`src/rtl/polygon_perimeter_macros.svh`:
```
// ----------------------------------------------------------------------------
// polygon_perimeter_macros.svh
// Assertion shorthands for the polygon perimeter block. Each macro expects
// clk and arst_n to be visible where it is used.
// ----------------------------------------------------------------------------
`ifndef POLYGON_PERIMETER_MACROS_SVH
`define POLYGON_PERIMETER_MACROS_SVH

// Same-cycle implication, disabled while reset is asserted
`define PGP_ASSERT_IMPL(lbl, ante, cons) \
	lbl: assert property (@(posedge clk) disable iff (!arst_n) (ante) |-> (cons)) \
		else $error("polygon_perimeter: check failed");

// Next-cycle implication, disabled while reset is asserted
`define PGP_ASSERT_NEXT(lbl, ante, cons) \
	lbl: assert property (@(posedge clk) disable iff (!arst_n) (ante) |=> (cons)) \
		else $error("polygon_perimeter: check failed");

`endif

```
`src/rtl/pgp_pkg.sv`:
```
// ----------------------------------------------------------------------------
// pgp_pkg
// Shared widths, defaults and types of the polygon perimeter block.
// ----------------------------------------------------------------------------
package pgp_pkg;

	// Coordinate and arithmetic widths
	localparam int COORD_W    = 24;
	localparam int MAG_W      = COORD_W;
	localparam int SQ_W       = 2 * MAG_W + 1;
	localparam int ROOT_W     = (SQ_W + 1) / 2;
	localparam int SUM_W      = 32;
	localparam int CNT_W      = 8;
	localparam int SQ_CNT_W   = $clog2(MAG_W);
	localparam int ROOT_CNT_W = $clog2(ROOT_W);

	// Stream word widths
	localparam int IN_TDATA_W  = 2 * COORD_W;
	localparam int OUT_TDATA_W = SUM_W + CNT_W;

	// Default vertex count limit
	localparam int MAX_POINTS_DEF = 128;

	// End points of one edge
	typedef struct packed {
		logic signed [COORD_W-1:0] ax;
		logic signed [COORD_W-1:0] ay;
		logic signed [COORD_W-1:0] bx;
		logic signed [COORD_W-1:0] by;
	} pgp_seg_t;

endpackage

```
`src/rtl/pgp_sqmag.sv`:
```
// ----------------------------------------------------------------------------
// pgp_sqmag
// Squared edge length dx*dx + dy*dy, two bit-serial shift-add squarers
// working side by side, one multiplier bit per cycle, then one final add.
// ----------------------------------------------------------------------------
module pgp_sqmag (
	input  logic                     clk,
	input  logic                     arst_n,
	input  logic                     start,
	input  pgp_pkg::pgp_seg_t        seg,
	output logic                     done,
	output logic [pgp_pkg::SQ_W-1:0] sum_sq
);
	import pgp_pkg::*;

	logic signed [COORD_W:0] dx_w, dy_w;
	logic        [COORD_W:0] ndx_w, ndy_w;
	logic [MAG_W-1:0]        mag_x_w, mag_y_w;
	logic [MAG_W:0]          tx_w, ty_w;

	logic [MAG_W-1:0]    mcx_q, mcy_q, mpx_q, mpy_q;
	logic [MAG_W-1:0]    hix_q, hiy_q, lox_q, loy_q;
	logic [SQ_CNT_W-1:0] cnt_q;
	logic                busy_q, add_q, done_q;
	logic [SQ_W-1:0]     sum_q;

	// Absolute differences of the end points
	assign dx_w    = {seg.ax[COORD_W-1], seg.ax} - {seg.bx[COORD_W-1], seg.bx};
	assign dy_w    = {seg.ay[COORD_W-1], seg.ay} - {seg.by[COORD_W-1], seg.by};
	assign ndx_w   = -dx_w;
	assign ndy_w   = -dy_w;
	assign mag_x_w = dx_w[COORD_W] ? ndx_w[MAG_W-1:0] : dx_w[MAG_W-1:0];
	assign mag_y_w = dy_w[COORD_W] ? ndy_w[MAG_W-1:0] : dy_w[MAG_W-1:0];

	// Partial product step: add the multiplicand when the current bit is set
	assign tx_w = {1'b0, hix_q} + (mpx_q[0] ? {1'b0, mcx_q} : '0);
	assign ty_w = {1'b0, hiy_q} + (mpy_q[0] ? {1'b0, mcy_q} : '0);

	// Sequence the bit steps and the final add
	always_ff @(posedge clk or negedge arst_n) begin
		if (!arst_n) begin
			busy_q <= 1'b0;
			add_q  <= 1'b0;
			done_q <= 1'b0;
			cnt_q  <= '0;
		end else begin
			done_q <= 1'b0;
			if (start) begin
				busy_q <= 1'b1;
				cnt_q  <= '0;
			end else if (busy_q) begin
				cnt_q <= cnt_q + 1'b1;
				if (cnt_q == SQ_CNT_W'(MAG_W - 1)) begin
					busy_q <= 1'b0;
					add_q  <= 1'b1;
				end
			end else if (add_q) begin
				add_q  <= 1'b0;
				done_q <= 1'b1;
			end
		end
	end

	// Shift the products right, low bits into the low halves
	always_ff @(posedge clk) begin
		if (start) begin
			mcx_q <= mag_x_w;
			mcy_q <= mag_y_w;
			mpx_q <= mag_x_w;
			mpy_q <= mag_y_w;
			hix_q <= '0;
			hiy_q <= '0;
			lox_q <= '0;
			loy_q <= '0;
		end else if (busy_q) begin
			hix_q <= tx_w[MAG_W:1];
			hiy_q <= ty_w[MAG_W:1];
			lox_q <= {tx_w[0], lox_q[MAG_W-1:1]};
			loy_q <= {ty_w[0], loy_q[MAG_W-1:1]};
			mpx_q <= mpx_q >> 1;
			mpy_q <= mpy_q >> 1;
		end else if (add_q) begin
			sum_q <= {1'b0, hix_q, lox_q} + {1'b0, hiy_q, loy_q};
		end
	end

	assign done   = done_q;
	assign sum_sq = sum_q;

endmodule

```
`src/rtl/pgp_isqrt.sv`:
```
// ----------------------------------------------------------------------------
// pgp_isqrt
// Floor integer square root, restoring digit-by-digit method: two radicand
// bits enter and one root bit leaves each cycle.
// ----------------------------------------------------------------------------
module pgp_isqrt (
	input  logic                       clk,
	input  logic                       arst_n,
	input  logic                       start,
	input  logic [pgp_pkg::SQ_W-1:0]   rad,
	output logic                       done,
	output logic [pgp_pkg::ROOT_W-1:0] root
);
	import pgp_pkg::*;

	localparam int RAD_W = 2 * ROOT_W;

	logic [RAD_W-1:0]      rad_q;
	logic [ROOT_W:0]       rem_q;
	logic [ROOT_W-1:0]     root_q;
	logic [ROOT_CNT_W-1:0] cnt_q;
	logic                  busy_q, done_q;

	logic [ROOT_W+2:0] r_w, trial_w, diff_w;
	logic              ge_w;

	// Trial subtraction of (root << 2) | 1 from the shifted remainder
	assign r_w     = {rem_q, rad_q[RAD_W-1 -: 2]};
	assign trial_w = {1'b0, root_q, 2'b01};
	assign diff_w  = r_w - trial_w;
	assign ge_w    = (r_w >= trial_w);

	// Count the root bits
	always_ff @(posedge clk or negedge arst_n) begin
		if (!arst_n) begin
			busy_q <= 1'b0;
			done_q <= 1'b0;
			cnt_q  <= '0;
		end else begin
			done_q <= 1'b0;
			if (start) begin
				busy_q <= 1'b1;
				cnt_q  <= '0;
			end else if (busy_q) begin
				cnt_q <= cnt_q + 1'b1;
				if (cnt_q == ROOT_CNT_W'(ROOT_W - 1)) begin
					busy_q <= 1'b0;
					done_q <= 1'b1;
				end
			end
		end
	end

	// Advance the remainder, the root and the radicand
	always_ff @(posedge clk) begin
		if (start) begin
			rad_q  <= RAD_W'(rad);
			rem_q  <= '0;
			root_q <= '0;
		end else if (busy_q) begin
			rad_q  <= rad_q << 2;
			rem_q  <= ge_w ? diff_w[ROOT_W:0] : r_w[ROOT_W:0];
			root_q <= {root_q[ROOT_W-2:0], ge_w};
		end
	end

	assign done = done_q;
	assign root = root_q;

endmodule

```
`src/rtl/polygon_perimeter.sv`:
```
// ----------------------------------------------------------------------------
// polygon_perimeter
// Streams polygon vertices in and returns the perimeter and vertex count.
// ----------------------------------------------------------------------------
// Input words carry one vertex each (x, y signed, 8 fraction bits); tlast
// marks the final vertex of a polygon. One output word per polygon carries
// the saturated perimeter (8 fraction bits) and the saturated vertex count.
// The first vertex of a polygon, unless it is also the last, is only stored
// and the block stays ready for the next. Every further vertex adds one edge:
// the block loads it, squares it in the serial squarer, hands the squared
// length to the serial square root, accumulates the root and returns to idle;
// it takes no new vertex until that edge is done. The last vertex also adds
// the closing edge, so its result is registered only after both edges are
// done; a single-vertex polygon takes one edge of zero length. The squarer
// and the root unit each work one bit per cycle; one vertex is worked on at a
// time and tready is high only while the block waits for a vertex. The result
// sits in an output register: the block accepts new vertices while it waits,
// and holds a later result back until the register is free.
// Reset clears the running sum, the vertex count and the output valid, so
// the next vertex starts a new polygon.
// ----------------------------------------------------------------------------
`include "polygon_perimeter_macros.svh"

module polygon_perimeter #(
	parameter int MAX_POINTS = pgp_pkg::MAX_POINTS_DEF
) (
	input  logic                            clk,
	input  logic                            arst_n,
	input  logic                            s_axis_tvalid,
	output logic                            s_axis_tready,
	input  logic [pgp_pkg::IN_TDATA_W-1:0]  s_axis_tdata,   // x, y
	input  logic                            s_axis_tlast,   // last
	output logic                            m_axis_tvalid,
	input  logic                            m_axis_tready,
	output logic [pgp_pkg::OUT_TDATA_W-1:0] m_axis_tdata    // perimeter, point_count
);
	import pgp_pkg::*;

	typedef enum logic [4:0] {
		ST_IDLE = 5'b00001,
		ST_LOAD = 5'b00010,
		ST_SQ   = 5'b00100,
		ST_ROOT = 5'b01000,
		ST_ACC  = 5'b10000
	} state_t;

	state_t state_q;

	logic signed [COORD_W-1:0] in_x_w, in_y_w;
	logic signed [COORD_W-1:0] first_x_q, first_y_q, prev_x_q, prev_y_q;
	pgp_seg_t                  seg_q;
	logic                      last_q, closing_q;
	logic [SUM_W-1:0]          sum_q;
	logic [CNT_W-1:0]          count_q;
	logic                      out_valid_q;
	logic [SUM_W-1:0]          out_sum_q;
	logic [CNT_W-1:0]          out_cnt_q;

	logic                      in_fire_w, out_free_w, out_load_w;
	logic                      sq_start_w, sq_done_w;
	logic [SQ_W-1:0]           sq_sum_w;
	logic                      rt_done_w;
	logic [ROOT_W-1:0]         rt_root_w;
	logic [SUM_W:0]            sum_ext_w;

	assign in_x_w     = s_axis_tdata[COORD_W-1:0];
	assign in_y_w     = s_axis_tdata[2*COORD_W-1:COORD_W];
	assign in_fire_w  = s_axis_tvalid && (state_q == ST_IDLE);
	assign out_free_w = !out_valid_q || m_axis_tready;
	assign out_load_w = (state_q == ST_ACC) && last_q && closing_q && out_free_w;
	assign sq_start_w = (state_q == ST_LOAD);
	assign sum_ext_w  = {1'b0, sum_q} + (SUM_W + 1)'(rt_root_w);

	// Squared length of the current edge
	pgp_sqmag u_sqmag (
		.clk    (clk),
		.arst_n (arst_n),
		.start  (sq_start_w),
		.seg    (seg_q),
		.done   (sq_done_w),
		.sum_sq (sq_sum_w)
	);

	// Edge length from the squared length
	pgp_isqrt u_isqrt (
		.clk    (clk),
		.arst_n (arst_n),
		.start  (sq_done_w),
		.rad    (sq_sum_w),
		.done   (rt_done_w),
		.root   (rt_root_w)
	);

	// Sequence vertices, edges and results
	always_ff @(posedge clk or negedge arst_n) begin
		if (!arst_n) begin
			state_q     <= ST_IDLE;
			sum_q       <= '0;
			count_q     <= '0;
			last_q      <= 1'b0;
			closing_q   <= 1'b0;
			out_valid_q <= 1'b0;
		end else begin
			if (out_load_w) begin
				out_valid_q <= 1'b1;
			end else if (m_axis_tready) begin
				out_valid_q <= 1'b0;
			end
			case (state_q)
				ST_IDLE: begin
					if (in_fire_w) begin
						last_q <= s_axis_tlast;
						if (count_q == '0) begin
							sum_q     <= '0;
							count_q   <= CNT_W'(1);
							closing_q <= 1'b1;
							if (s_axis_tlast) begin
								state_q <= ST_LOAD;
							end
						end else begin
							closing_q <= 1'b0;
							state_q   <= ST_LOAD;
							if (count_q < CNT_W'(MAX_POINTS)) begin
								count_q <= count_q + 1'b1;
							end
						end
					end
				end
				ST_LOAD: begin
					state_q <= ST_SQ;
				end
				ST_SQ: begin
					if (sq_done_w) begin
						state_q <= ST_ROOT;
					end
				end
				ST_ROOT: begin
					if (rt_done_w) begin
						sum_q   <= sum_ext_w[SUM_W] ? '1 : sum_ext_w[SUM_W-1:0];
						state_q <= ST_ACC;
					end
				end
				ST_ACC: begin
					if (!last_q) begin
						state_q <= ST_IDLE;
					end else if (!closing_q) begin
						closing_q <= 1'b1;
						state_q   <= ST_LOAD;
					end else if (out_free_w) begin
						sum_q       <= '0;
						count_q     <= '0;
						state_q     <= ST_IDLE;
					end
				end
				default: begin
					state_q <= ST_IDLE;
				end
			endcase
		end
	end

	// Hold vertices, edge end points and the result word
	always_ff @(posedge clk) begin
		if (in_fire_w) begin
			prev_x_q <= in_x_w;
			prev_y_q <= in_y_w;
			if (count_q == '0) begin
				first_x_q <= in_x_w;
				first_y_q <= in_y_w;
				seg_q     <= '{ax: in_x_w, ay: in_y_w, bx: in_x_w, by: in_y_w};
			end else begin
				seg_q <= '{ax: prev_x_q, ay: prev_y_q, bx: in_x_w, by: in_y_w};
			end
		end else if (state_q == ST_ACC && last_q && !closing_q) begin
			seg_q <= '{ax: prev_x_q, ay: prev_y_q, bx: first_x_q, by: first_y_q};
		end
		if (out_load_w) begin
			out_sum_q <= sum_q;
			out_cnt_q <= count_q;
		end
	end

	assign s_axis_tready = (state_q == ST_IDLE);
	assign m_axis_tvalid = out_valid_q;
	assign m_axis_tdata  = {out_cnt_q, out_sum_q};

	`PGP_ASSERT_IMPL(a_cnt_range, 1'b1, count_q <= CNT_W'(MAX_POINTS))
	`PGP_ASSERT_IMPL(a_out_cnt, out_valid_q, out_cnt_q != '0)
	`PGP_ASSERT_IMPL(a_sq_state, sq_done_w, state_q == ST_SQ)
	`PGP_ASSERT_IMPL(a_root_state, rt_done_w, state_q == ST_ROOT)
	`PGP_ASSERT_NEXT(a_edge_busy, in_fire_w && count_q != '0, !s_axis_tready)

endmodule
```
`config.mk`:
```
export PLATFORM = sky130hd
export DESIGN_NAME = polygon_perimeter
export DESIGN_NICKNAME = d
export VERILOG_FILES = /design/src/rtl/pgp_pkg.sv /design/src/rtl/pgp_sqmag.sv /design/src/rtl/pgp_isqrt.sv /design/src/rtl/polygon_perimeter.sv
export VERILOG_INCLUDE_DIRS = /design/src /design/src/rtl
export SDC_FILE = /design/constraint.sdc
export NUM_CORES = 1
export LEC_CHECK = 0
export ABC_AREA = 1
export BUFFER_PORTS_ARGS = -buffer_cell sky130_fd_sc_hd__buf_2
export CAP_MARGIN = 10
export CORE_MARGIN = 2
export CORE_UTILIZATION = 50
export CTS_CLUSTER_DIAMETER = 150
export DETAILED_ROUTE_END_ITERATION = 8
export GPL_ROUTABILITY_DRIVEN = 0
export MAX_ROUTING_LAYER = met4
export PLACE_DENSITY = 0.66
export SLEW_MARGIN = 15
export SYNTH_ARGS = -nofsm -noshare
export SYNTH_HDL_FRONTEND = slang
export SYNTH_HIERARCHICAL = 1
export SYNTH_SLANG_ARGS = --single-unit
```
`constraint.sdc`:
```
create_clock -name clk -period 4.75 [get_ports clk]
set_input_delay 0.2375 -clock clk [delete_from_list [all_inputs] [get_ports clk]]
set_output_delay 0.2375 -clock clk [all_outputs]
set_load 0.05 [all_outputs]
```
-- Yosys cells after proc, flatten, opt, wreduce, memory -nomap -nowiden
Index checks and enable logic that the tools add are counted.
- register bits: 637
- input port bits: 53
- output and inout port bits: 42
- word-level logic and storage cells: 155
- add/subtract/negate cells: 12
- magnitude comparators: 2
- equal/unequal tests: 18
- mux-type cells: 62
- bitwise gates (word level): 2
- reductions and logical operators: 23
- operator list (cell ; count):
    $mux 96 ; 3
    $mux 32 ; 7
    $mux 24 ; 8
    $mux 49 ; 2
    $pmux 32 s3 ; 1
    $mux 5 ; 12
    $add 24x25->25 ; 2
    $sub 24x24->25 ; 2
    $add 48x48->49 ; 1
    $mux 8 ; 6
    $neg 24->24 ; 2
    $add 32x25->33 ; 1
    $ge 28x27->1 ; 1
    $mux 26 ; 1
    $sub 26x26->26 ; 1
    $pmux 5 s5 ; 1
    $mux 1 ; 19
    $pmux 8 s2 ; 1
    $eq 5x5->1 const B ; 3
    $add 5x1->5 const B ; 2
    $reduce_bool 2->1 ; 5
    $add 8x1->8 const B ; 1
    $logic_not 8->1 ; 1
    $lt 8x8->1 const B ; 1
    other kinds (20) ; 35

-- Logic depth before layout (Yosys ltp)
Gate-level depths: netlist of the first run.
- depth in word-level cells: 6
- depth in mapped cells: 22
- depth with buffers taken out: 22

-- Hierarchy
Netlist of the first run, hierarchy kept.
- by module, submodules not included (module ; instances ; cells each ; area an instance (µm²) ; seq. area each (µm²)):
    pgp_sqmag ; 1 ; 2700 ; 18940.7 ; 6476.2
    polygon_perimeter ; 1 ; 1327 ; 12722.2 ; 8169.1
    pgp_isqrt ; 1 ; 882 ; 6282.3 ; 2687.6

-- Least setup slack after synthesis of the first run
No wires, ideal clock.
- path type: register to register
- from: register state_q[0]
- to: register u_sqmag.sum_q[0] (netlist: u_sqmag/sum_sq[0]) (enable)
- library setup time: 0.456 ns
- arrival: 3.933 ns
- data required time: 4.294 ns
- slack: 0.362 ns
- cell stages (with the launch flop): 7
- buffers on the path: 2
- period minus slack after synthesis: 4.388 ns
- cell sequence: dfstp_2 -> inv_1 -> nand4_1 -> inv_1 -> clkbuf_1 -> buf_1 -> nor2_1
- cells in the longest elaborated chain, start to end: 3
- RTL lines (item ; line ; source):
    start, declared ; polygon_perimeter.sv:47 ; state_t state_q;
    start signal, assigned ; polygon_perimeter.sv:97 ; state_q <= ST_IDLE;
    start signal, assigned ; polygon_perimeter.sv:118 ; state_q <= ST_LOAD;
    start signal, assigned ; polygon_perimeter.sv:122 ; state_q <= ST_LOAD;
    $eq 5x2->1 ; polygon_perimeter.sv:71 ; assign sq_start_w = (state_q == ST_LOAD);
    net sq_start_w ; polygon_perimeter.sv:60 ; logic sq_start_w, sq_done_w;
    $not 1->1 (no source line) ; - ;
    $reduce_and 3->1 (no source line) ; - ;
    end signal, assigned ; pgp_sqmag.sv:83 ; sum_q <= {1'b0, hix_q, lox_q} + {1'b0, hiy_q, loy_q};
    end, declared ; pgp_sqmag.sv:25 ; logic [SQ_W-1:0] sum_q;
The timed path passes the listed nets, and every way through them passes these cells.
A chain may end at the register's enable or synchronous reset.

-- Worst setup path after layout of the first run
- from: register state_q[0]
- to: register sum_q[15]
- cells in the longest elaborated chain, start to end: 4
- elaborated cells between the ends (all ways): 13
- those cells by class: eq/ne (9); mux (1); reduce/logical (3)
- RTL lines (item ; line ; source):
    $eq 5x1->1 ; polygon_perimeter.sv:68, polygon_perimeter.sv:109 ;
    $logic_and 1x1->1 ; polygon_perimeter.sv:68 ; assign in_fire_w = s_axis_tvalid && (state_q == ST_IDLE);
    $ne 2x1->1 (no source line) ; - ;
    $reduce_and 7->1 (no source line) ; - ;
    end signal, assigned ; polygon_perimeter.sv:139 ; sum_q <= sum_ext_w[SUM_W] ? '1 : sum_ext_w[SUM_W-1:0];
    end, declared ; polygon_perimeter.sv:53 ; logic [SUM_W-1:0] sum_q;
Several ways; a longest one is shown, not always the timed one.

==> run metrics, run 1 <==
outcome finished clean; post-layout net count around 5300; CTS H-tree depth 3; post-cts resize count 0; Worst Tran Pin Value about 1200 ps; first-pass GRT wire length between 100000 and 150000 um; Max Slew Vio Count 0; FF-to-FF path depth 10; Setup crit end kind flip-flop; CP Capture Point sum_q[15]; Antenna Nets Post-Route 0; RR Startpoint state_q[0]; syn avg cell area approximately 7.7 um^2; CP startpoint state_q[0]; die area 78110 um^2; IO Pins 95; drt initial violations between 2000 and 2500; worst setup slack after placement 1519 ps; detailed-route wire length approximately 85000 um; CP peak stage delay ~850 ps; setup ws final ~1500 ps; Power, Total 0.03202 W; Yosys reg bits about 640; Post-Syn Instances approximately 4900; dpl hpwl around 63000 um; Peak Freq 310.1 MHz; num rows between 100 and 150; crit path DAT roughly 3800 ps; ANT cells 0; top-area cell type share of the netlist area 33.71%; Crit Path Category reg2reg; final hold vios 0; Rel. slew slack 22.80%; buffer depth of the longest clock path 3; required time worst endpoint ~5300 ps; global-route usage over all layers 22.56%; Synth Area in Compound Gates ~8.4%; clk_skew between 20 and 25 ps; vias per inst a little over 5; Synth area leaders edfxtp_1 (34%), nand2_1 (17%), dfxtp_1 (7.8%); Fin Setup TNS 0 ps; Slowest cell on crit path nor2_4; VDD IR-drop max around 500 uV; syn nets approximately 5200; Yosys cell types 62; post-route design area between 40000 and 50000 um^2; worst-path cell chain nor2_2 -> nand3_1 -> inv_1 -> nand2_1 -> o21ai_0 -> nor2_2 -> nand4_4 -> nor2_4 -> nand2_1 -> nand2_1; Synth Area in XOR/XNOR between 3 and 4%; Area Overhead vs Synth 11.45%; R2R Setup Slk 1520 ps; sequential cell area fraction in the yosys report 45.68%; Clock Latency Late Sink between 600 and 700 ps; first-pass detailed-route iteration total 5; Num CTS Buffers just over 70; initial antenna violation count 0; largest family of logic cells by synthesized area simple AND/OR/NAND/NOR gates; Post-DP Area roughly 40000 um^2; Synth Cell Area about 38000 um^2; vias in the first global route 29155; Post-Synth Simple-Gate Area a little over a quarter; clk sinks 637; EDFF count, synth roughly 430; RSZ-0062 raised after global routing false; # fillers about 7000; PwrDens 757.2 nW/um^2; HP Class in2reg; largest net degree at the start of global routing between 100 and 150; Initial Util between 50% and 60%; Ys Warns 6; area leader, netlist edfxtp_1; post-layout util roughly 56%; DR WL/cell 14.03 um; Static Leakage 20.60 nW; Root Buffer clkbuf_16; Top FF cell, synth edfxtp_1; total number of vias slightly above 30000; DR DRC count 0; layout cells sized above 1 6.150%; CTS tree yes; worst r2r dst sum_q[15]; # port buffers 94; Core Area approximately 76000 um^2; final worst-path cycle share between 60 and 70%; post-synthesis mux area share 0%; ys async rst share approximately 9.9%; Die H between 200 and 300 um; CP most frequent cell nand2_1; Chip Width roughly 280 um; Adder-Cell Fraction of Synth Area ~7%; Final setup violation count 0; total gr overflow 0; CP Max Fanout 34; CP Launch Type flip-flop; max_cap viols 0; min Tclk post-route about 3200 ps; Reg clk slew, reported paths about 60 ps
==> timing repair <==
action | CTS | global route
hold endpoints to repair | 200 | 0
hold buffers | 52 | 0
setup endpoints to repair | 0 | 0
buffers inserted | 0 | 0
==> placed cells by master (no fill, tap or decap), types with 11 or more instances in the layout <==
cell           netlist  routed
clkbuf_16            0      74
xnor2_1             56      56
o22ai_1             69      69
o21ai_1             21      21
clkinv_2             0      11
nor2_1             339     337
nor3_1              34      34
buf_4                3      19
nand4_1             53      53
nand3_1            230     230
dfxtp_1            148     148
inv_1              753     750
nand3b_1            14      14
xor2_1              69      69
dlygate4sd3_1        0      52
o21bai_1            15      15
nand2_1           1757    1755
edfxtp_1           426     426
ha_1               203     203
a31oi_1             15      15
a21oi_1            215     215
o211ai_1            21      21
o21ai_0            150     150
clkbuf_1            54      19
dfrtp_1             62      60
buf_2               20      94
nand2_2             21      22
==> kinds of logic (layout without fill, tap and decap cells) <==
group | after synthesis | in the layout
compound gates | 562 | 562
xor+xnor | 132 | 132
fa+ha+maj | 209 | 209
buf+inv | 864 | 1061
flops | 637 | 637
simple gates | 2505 | 2505
==> flip-flops by register name, summed over array words and instances, names as in the netlist, 25 cells and up <==
signal,flops
u_isqrt/rem_q,26
seg_q,96
u_isqrt/rad_q,50
out_sum_q,32
sum_q,32
u_isqrt/root,25
u_sqmag/sum_sq,49
==> per-stage QoR <==
stage                     cells  hold WS (ps)
after global routing       6084         129.9
after floorplan            4909        -58.09
after CTS                  6084         94.89
after global placement     5898         110.2
after detailed placement   5898         111.3
final                      6084         137.0
==> per-layer routing <==
metal	GRT usage [%]	vias to the layer above	wire length, um
met3	2.877	152	3490
met1	29.64	13961	40480
met2	36.69	573	38960
met4	6.705	0	2403
met5	-	-	0
li1	-	16092	-
==> cells in the mapped netlist, types with 8 or more instances <==
library cell,instances
a31oi_1,15
buf_1,18
and2_1,9
o21ai_0,150
o211ai_1,21
clkbuf_1,54
a21o_1,10
nor2_2,8
inv_1,753
o21ai_1,21
or2_2,10
xnor2_1,56
nor2_1,339
edfxtp_1,426
dfxtp_1,148
nand4_1,53
o21a_1,9
nand2_1,1757
nand3b_1,14
nand2_2,21
o21bai_1,15
a21oi_1,215
nand3_1,230
xor2_1,69
buf_2,20
o22ai_1,69
ha_1,203
dfrtp_1,62
nor3_1,34
==> cell type report <==
type	count	area [um^2]	share of cell area, %
Multi-Input combinational cell	3408	17310	40.94
Clock buffer	95	1951	4.613
Sequential cell	637	17340	40.99
Clock inverter	39	452.9	1.071
Timing Repair Buffer	166	1154	2.728
Inverter	761	2859	6.761
Tap cell	978	1224	2.894
==> power breakdown <==
group,total (W),switching [W],leakage [nW],internal (W)
logic,0.0168,0.0111,13.4,0.00571
clock network,0.00563,0.00228,1.16,0.00336
registers,0.00959,0.00103,6.08,0.00856
total,0.0320,0.0144,20.6,0.0176
==> critical path: cells and delay by family (launching register included) <==
kind | cells | cell delay [ps]
flops | 1 | 550
simple gates | 8 | 2220
buf+inv | 1 | 220
compound gates | 1 | 130
==> worst min path at each step <==
stage	from	cells after the start	to	slack (ps)
2_1_floorplan	arst_n	0	closing_q	-60
3_3_place_gp	arst_n	1	m_axis_tvalid	110
3_5_place_dp	arst_n	1	count_q[2]	110
4_1_cts	arst_n	2	state_q[0]	90
5_1_grt	arst_n	2	state_q[0]	130
6_report	s_axis_tvalid	5	state_q[0]	140
No activity file was read; power rests on OpenSTA's default activity.
==> run 2, diff against run 1 <==
--- a/config.mk
+++ b/config.mk
@@ -15,7 +15,7 @@
 export DETAILED_ROUTE_END_ITERATION = 8
 export GPL_ROUTABILITY_DRIVEN = 0
 export MAX_ROUTING_LAYER = met4
-export PLACE_DENSITY = 0.66
+export PLACE_DENSITY = 0.69
 export SLEW_MARGIN = 15
 export SYNTH_ARGS = -nofsm -noshare
 export SYNTH_HDL_FRONTEND = slang
==> constraint.sdc (replaced) <==
create_clock -name clk -period 2.9 [get_ports clk]
set_input_delay 0.145 -clock clk [delete_from_list [all_inputs] [get_ports clk]]
set_output_delay 0.145 -clock clk [all_outputs]
set_load 0.05 [all_outputs]
==> run 2 against run 1 <==
Worst setup slack worse by 1500 ps. Register-to-register slack worse by 1500 ps. Largest cell class is now multi-input combinational cells. Worst hold slack worse by 74 ps. Non-clock buffer count rose by 59. Count of clock-buffer cells in the layout rose by 2. Highest routed layer unchanged. Clock skew up 15 ps. Global-route usage increased by 0.26 points. Sequential share of layout area decreased by 0.86 points. Flip-flop and latch count unchanged. Critical path type unchanged. First-iteration DRC count increased by 6.9%. Cell count is 0.85% higher. Core utilization is 1.2 points higher.
==> run metrics, run 2 (same netlist as run 1, synthesis figures left out) <==
post-layout util 57.16% (+1.2 points); worst setup slack after placement 18.02 ps (-1501 ps); most common cell after layout, fill and taps aside nand2_1; Slowest cell on crit path fa_2; Peak Freq 352.7 MHz (+14%); Reg clk slew, reported paths 60 ps (about the same); Root Buffer clkbuf_16; Die H 279.5 um (unchanged); DR DRC count 0 (unchanged); most frequent cells in the layout nand2_1 (1713), inv_1 (744), edfxtp_1 (426); Rel. slew slack 27.84% (+5.0 points); Core Area 75570 um^2 (unchanged); WP buf/inv 4 (+3); die area 78110 um^2 (unchanged); total number of vias 31375 (+1.9%); area of the multi-input gates 17740 um^2 (+2.4%); Hold Slack 63.32 ps (-73.69 ps); CP Max Fanout 7 (-79%); Worst Tran Pin Value 1081 ps (-72.72 ps); clk_skew 36.79 ps (+15.39 ps); Reg with most FFs seg_q; layout cells sized above 1 9.015% (+2.9 points); CP Launch Type flip-flop; largest net degree at the start of global routing 104 (unchanged); dpl hpwl 63880 um (+0.62%); RSZ-0062 raised after global routing true; CTS H-tree depth 3 (unchanged); detailed-route wire length 87010 um (+1.9%); max_cap viols 0 (unchanged); Gate power share 55.1% (+2.7 points); # fillers 6870 (-1.8%); Antenna Nets Post-Route 0 (unchanged); sw frac 45.11% (+0.17 points); first-pass detailed-route iteration total 5 (unchanged); Max Slew Vio Count 0 (unchanged); Area Overhead vs Synth 13.83%; CP peak stage delay 440 ps (-410 ps); ANT cells 0 (unchanged); final worst-path cycle share 97.76% (+30 points); outcome finished clean; Num CTS Buffers 69 (-4.2%); Initial Util 50.21% (unchanged); Largest register FFs 96 (unchanged); min Tclk post-route 2835 ps (-390.2 ps); Post-DP Area 39840 um^2 (+1.2%); PwrDens 1251 nW/um^2 (+65%); crit path DAT 3200 ps (-580 ps); num rows 101 (unchanged); register area 17340 um^2 (unchanged); setup ws final 65.07 ps (-1460 ps); buffer depth of the longest clock path 3 (unchanged); Final setup violation count 0 (unchanged); # port buffers 94 (unchanged); Setup crit end kind flip-flop; vias per inst 5.113 (+1.1%); HP Class in2reg; first-pass GRT wire length 144100 um (+1.3%); Chip Width 279.5 um (unchanged); CP most frequent cell nand2_2; post-layout net count 5364 (+1.1%); worst-path cell chain inv_1 -> ha_2 -> inv_2 -> fa_2 -> nand3_2 -> nand2_2 -> nand2_2 -> nand2_4 -> nand2_2 -> nand2_2 -> nand2_2 -> nand2_2 -> xor2_4 -> buf_6 -> nand2_4 -> buf_4 -> xor2_2 -> nand2_1 -> nand2_1; required time worst endpoint 3270 ps (-2030 ps); CTS tree yes; Clock Latency Late Sink 630 ps (about the same); sequential share of power 28.8% (-1.2 points); clk sinks 637 (unchanged); initial antenna violation count 0 (unchanged); Power, Total 0.05406 W (+69%); drt initial violations 2378 (+6.9%); DR WL/cell 14.18 um (+1.1%); global-route usage over all layers 22.83% (+0.26 points); Psw 0.02439 W (+69%); vias in the first global route 29549 (+1.4%); Top delay family on crit path simple AND/OR/NAND/NOR gates; Crit Path Category reg2reg; IO Pins 95 (unchanged); VDD IR-drop max 722.3 uV (+44%); post-route design area 43190 um^2 (+2.1%); Static Leakage 20.92 nW (+1.5%); internal power 0.02967 W (+68%); Clock Power Share 16.2% (-1.4 points); total gr overflow 0 (unchanged); final hold vios 0 (unchanged)
[run 2: changes by cell type in the layout (fill, tap and decap cells not counted), moves of 9 or more]
cell / delta
buf_4: +40
buf_12: +13
ha_2: +9
nor2_2: +10
nand2_1: -42
nor2_1: -17
ha_1: -12
nand2_2: +34
[run 2: area by class of cell]
type                       count  area share [%]
multi-input combinational   3408           41.06
sequential                   637           40.13
inverter                     761           6.625
clock buffer                  97           4.452
timing repair buffer         225           4.145
tap                          978           2.833
clock inverter                30          0.7474
[run 2: timing repair]
item                                    4_1_cts  5_1_grt
gates resized for setup                       0      133
cloned                                        0        3
endpoints found under the setup margin        2       82
endpoints found under the hold margin       222        0
pin swaps                                     0       38
setup buffers                                 2       13
hold buffers                                 51        0
[run 2: final timing paths]
| path | from | endpoint | slack [ps] | cells after the start |
|---|---|---|---|---|
| worst max-delay path | seg_q[48] | u_sqmag/mpy_q[17] | 70 | 19 |
| worst min-delay path | s_axis_tvalid | state_q[0] | 60 | 5 |
| worst max register to register | seg_q[48] | u_sqmag/mpy_q[17] | 70 | 19 |
| worst min register to register | u_isqrt/rem_q[14] | u_isqrt/rem_q[14] | 470 | 2 |
| max in group asynchronous | arst_n | u_sqmag/done | 2050 | 3 |
| min in group asynchronous | arst_n | sum_q[17] | 80 | 2 |
[run 2: routing by layer]
layer | global-route usage (%) | up-vias | part of all wire (%)
met2 | 37.18 | 699 | 46
li1 | - | 16207 | -
met4 | 6.760 | 0 | 2.7
met1 | 30.25 | 14316 | 46
met5 | - | - | 0
met3 | 2.452 | 153 | 4.4
[run 2: power groups by stage]
stage	sequential (W)	combinational (W)	clock, W
after global placement	0.0156	0.0275	0
after global routing	0.0158	0.0337	0.00927
after detailed placement	0.0157	0.0280	0
after floorplan	0.0151	0.0216	0
after CTS	0.0156	0.0283	0.00894
final	0.0155	0.0298	0.00874
[run 2: worst reg2reg max path: stages, from the launching register on]
cell and delay (ps):
edfxtp_1 350, inv_1 60, ha_2 160, inv_2 40
fa_2 440, nand3_2 100, nand2_2 80, nand2_2 100
nand2_4 70, nand2_2 70, nand2_2 60, nand2_2 70
nand2_2 80, xor2_4 250, buf_6 180, nand2_4 80
buf_4 150, xor2_2 140, nand2_1 60, nand2_1 50
[run 2: through the flow]
stage | TNS [ps] | instances
3_5_place_dp | 0 | 5940
6_report | 0 | 6136
5_1_grt | -1134 | 6136
4_1_cts | 0 | 6120
2_1_floorplan | -11620 | 4909
3_3_place_gp | 0 | 5940
